`config.mk`:
```
export PLATFORM = sky130hd
export DESIGN_NAME = pcpa_div
export DESIGN_NICKNAME = d
export VERILOG_FILES = /design/src/sv/pcpa_div.sv
export SDC_FILE = /design/constraint.sdc
export NUM_CORES = 1
export LEC_CHECK = 0
export BUFFER_PORTS_ARGS = -buffer_cell sky130_fd_sc_hd__buf_2
export CAP_MARGIN = 15
export CORE_MARGIN = 2
export CORE_UTILIZATION = 33
export DETAILED_ROUTE_END_ITERATION = 10
export GPL_TIMING_DRIVEN = 0
export PLACE_DENSITY_LB_ADDON = 0.1
export SLEW_MARGIN = 20
export SYNTH_ARGS = -nofsm -noshare
export SYNTH_HDL_FRONTEND = slang
export SYNTH_SLANG_ARGS = --single-unit
```
`constraint.sdc`:
```
create_clock -name clock -period 0.8 [get_ports clock]
set_input_delay 0.16 -clock clock [delete_from_list [all_inputs] [get_ports clock]]
set_output_delay 0.16 -clock clock [all_outputs]
set_load 0.02 [all_outputs]
```
`src/sv/pcpa_div.sv`:
```
// Divide by a constant through a reciprocal multiply, quotient and done registered in the cycle after start.
module pcpa_div #(
   parameter int WIDTH   = 20,
   parameter int DIVISOR = 8
) (
   input  logic             clock,
   input  logic             reset,
   input  logic             start,
   input  logic [WIDTH-1:0] dividend,
   output logic             done,
   output logic [WIDTH-1:0] quotient
);

   // floor(x / DIVISOR) == (x * RECIP) >> (WIDTH + SHIFT) for every WIDTH-bit x
   localparam int              SHIFT   = $clog2(DIVISOR);
   localparam int              RECIP_W = WIDTH + 1;
   localparam int              PROD_W  = 2 * WIDTH + 1 + SHIFT;
   localparam longint unsigned SCALE   = 64'd1 << (WIDTH + SHIFT);
   localparam logic [RECIP_W-1:0] RECIP =
      RECIP_W'((SCALE + 64'(DIVISOR) - 64'd1) / 64'(DIVISOR));

   logic [PROD_W-1:0] product;
   logic [WIDTH-1:0]  quo_ff, quo_in;
   logic              done_ff, done_in;

   always_comb begin
      product = PROD_W'(dividend) * PROD_W'(RECIP);
      quo_in  = start ? product[WIDTH+SHIFT +: WIDTH] : quo_ff;
      done_in = start;
   end

   always_ff @(posedge clock) begin
      if (reset) begin
         done_ff <= 1'b0;
      end else begin
         done_ff <= done_in;
      end
      quo_ff <= quo_in;
   end

   assign done     = done_ff;
   assign quotient = quo_ff;

endmodule

```
==> key figures <==
Critical path
  – Crit path kind: reg2out
  – Crit end category: output pin
  – CP delay by family, top: flip-flops
  – Max Fanout on Critical Path: 1
  – CP arrival: 0.83 ns
  – CP required: 0.64 ns
  – Start point of the critical path: quotient[16]
  – CP bufs+invs: 1
  – CP max stage cell: edfxtp_1
  – Crit-path cells: buf_6
  – Critical Path Start Type: register
  – Crit path largest cell delay: 0.40 ns

Floorplan
  – Die height: 45.6 µm
  – IO Count: 44
  – Starting Density: 34.2%
  – Die W: 45.6 µm
  – Core region area: 0.00167 mm²
  – Die area: 0.00208 mm²
  – Row cnt: 15

Drt
  – DR iter-0 viols: 0
  – DRC violations left: 0
  – DRT antenna net count: 0
  – Mean number of vias per cell: 4.04
  – Vias: 335
  – Pre-antenna DRT Iters: 1
  – Total Wirelength: 917 µm
  – Mean routed wirelength per cell: 11.0 µm

Finish
  – Antenna cells: 0
  – Final nets: 90
  – Layout area overhead: 56.6%
  – Layout cells sized above 1: 68.2%
  – FILL cells: 144
  – Final core utilization: 53.5%

GRT
  – Number of global-route vias before repair: 272
  – Total gr overflow: 0
  – Initial antenna violation count: 0
  – Largest net degree at the start of global routing: 19
  – GRT Overall Usage: 8.13%
  – First-pass GRT wire length: 1080 µm

Outcome
  – Failing checks: negative setup slack
  – Status: complete, but fails checks

CTS
  – Htree depth: 1
  – Post CTS Setup Buffer Count: 0
  – CTS sink count: 18
  – Cell chosen for the clock root: clkbuf_4
  – Num CTS Buffers: 3
  – Max Buffers Root-to-Sink: 2
  – Clock Pin Slew Worst Setup and Hold Paths: 0.10 ns
  – TritonCTS clock tree: yes

Synth
  – Synth area leaders: edfxtp_1, buf_4, dfxtp_1, nor2b_4, conb_1
  – Post-synth cell types: 5
  – Post-synthesis mux area share: 0%
  – Simple logic cell fraction of the synthesized area: 2.41%
  – Syn avg cell area: 24.8 µm²
  – Seq/Total Area, Yosys: 93.0%
  – Main combinational cell family by area after synthesis: buffers and inverters
  – Top-area cell type share of the netlist area: 89.5%
  – Dominant cell type by area after synthesis: edfxtp_1
  – Synthesized cell area: 571 µm²
  – Post-synthesis adder-cell area fraction: 0%
  – Post-synthesis instance total: 23
  – Compound-Gate Fraction of Synth Area: 0%
  – Yosys warning count: 0
  – XOR/XNOR share of the synthesized area: 0%
  – Number of synthesized register bits: 18

Hold path
  – Hold crit path type: in2reg
  – Hold path start: dividend[6]

Power and ir drop
  – Pleak: 0.396 nW
  – Worst vdd ir: 1.09 mV
  – Power density cells: 2120 mW/mm²

STA
  – Final worst slack: -0.194 ns
  – # setup viols final: 18
  – Pins Over Slew Limit: 0
  – Period minus WS final: 0.994 ns
  – Peak Freq: 1010 MHz
  – Tcrit/Tclk final: 124%
  – RSZ-0062 raised after global routing: yes
  – Final Hold Viols: 0

Placement
  – Worst slack at placement: -0.0699 ns
  – Buffers on Ports: 37
  – GP Congestion: 0.647

Run
  – Max-Cap Viols: 0
[sequential cells by signal (all words and copies together), names as in the netlist]
register	cells
done	1
quotient	17
[final timing paths]
| check | slack, ns | to | cells after the start |
|---|---|---|---|
| max | -0.19 | quotient[16] | 1 |
| min | 0.04 | quotient[3] | 1 |
[stage by stage]
step / setup TNS [ns] / hold slack (ns) / area (µm²) / power [W] / std cells
CTS: -3.42 / 0.0207 / 818 / 0.00186 / 83
global route: -3.81 / 0.0174 / 893 / 0.00197 / 83
floorplan: 0 / 0.224 / 578 / 0.00127 / 25
finish: -3.06 / 0.0413 / 893 / 0.00189 / 83
global placement: -0.931 / 0.337 / 785 / 0.00139 / 79
detailed placement: -1.18 / 0.338 / 785 / 0.00140 / 79
[cell families (layout without fill, tap and decap cells)]
kind of cell,count (synthesis),in the layout
flip-flops,18,18
buffers and inverters,3,44
other,1,3
AND/OR/NAND/NOR,1,1
[metal layers]
layer	part of all wire [%]	vias up	routed length, µm	global-route usage (%)
met5	0	-	0	0
met3	6.8	0	62	2.38
met2	56	20	511	14.4
met4	0	0	0	7.06
met1	37	150	343	7.38
li1	-	165	-	-
[cells in the final DEF, fill, tap and decap left out]
master    instances
buf_2            24
buf_4             3
buf_6            13
clkbuf_1          1
clkbuf_4          3
conb_1            3
dfxtp_2           1
edfxtp_1         17
nor2b_4           1
[repair_timing]
action / CTS / global route
gates resized for setup: 3 / 24
endpoints found under the setup margin: 18 / 18
endpoints found under the hold margin: 0 / 0
hold buffers: 0 / 0
[area by class of cell]
class	count	area, µm²	area share [%]
clock buffer	4	26.3	2.94
multi-input combinational	4	25.0	2.80
buffer	3	22.5	2.52
sequential	18	532	59.5
timing repair buffer	37	267	29.8
tap	17	21.3	2.38
[cells in the mapped netlist]
cell       n
conb_1     1
dfxtp_1    1
edfxtp_1  17
nor2b_4    1
buf_4      3
[power breakdown]
part | leakage [nW] | total (W) | switching (W) | internal [W]
Combinational | 0.206 | 0.000304 | 0.000155 | 0.000149
Sequential | 0.175 | 0.00114 | 0.0000266 | 0.00111
Clock | 0.0150 | 0.000450 | 0.000256 | 0.000193
(Power assumes the default switching activity.)
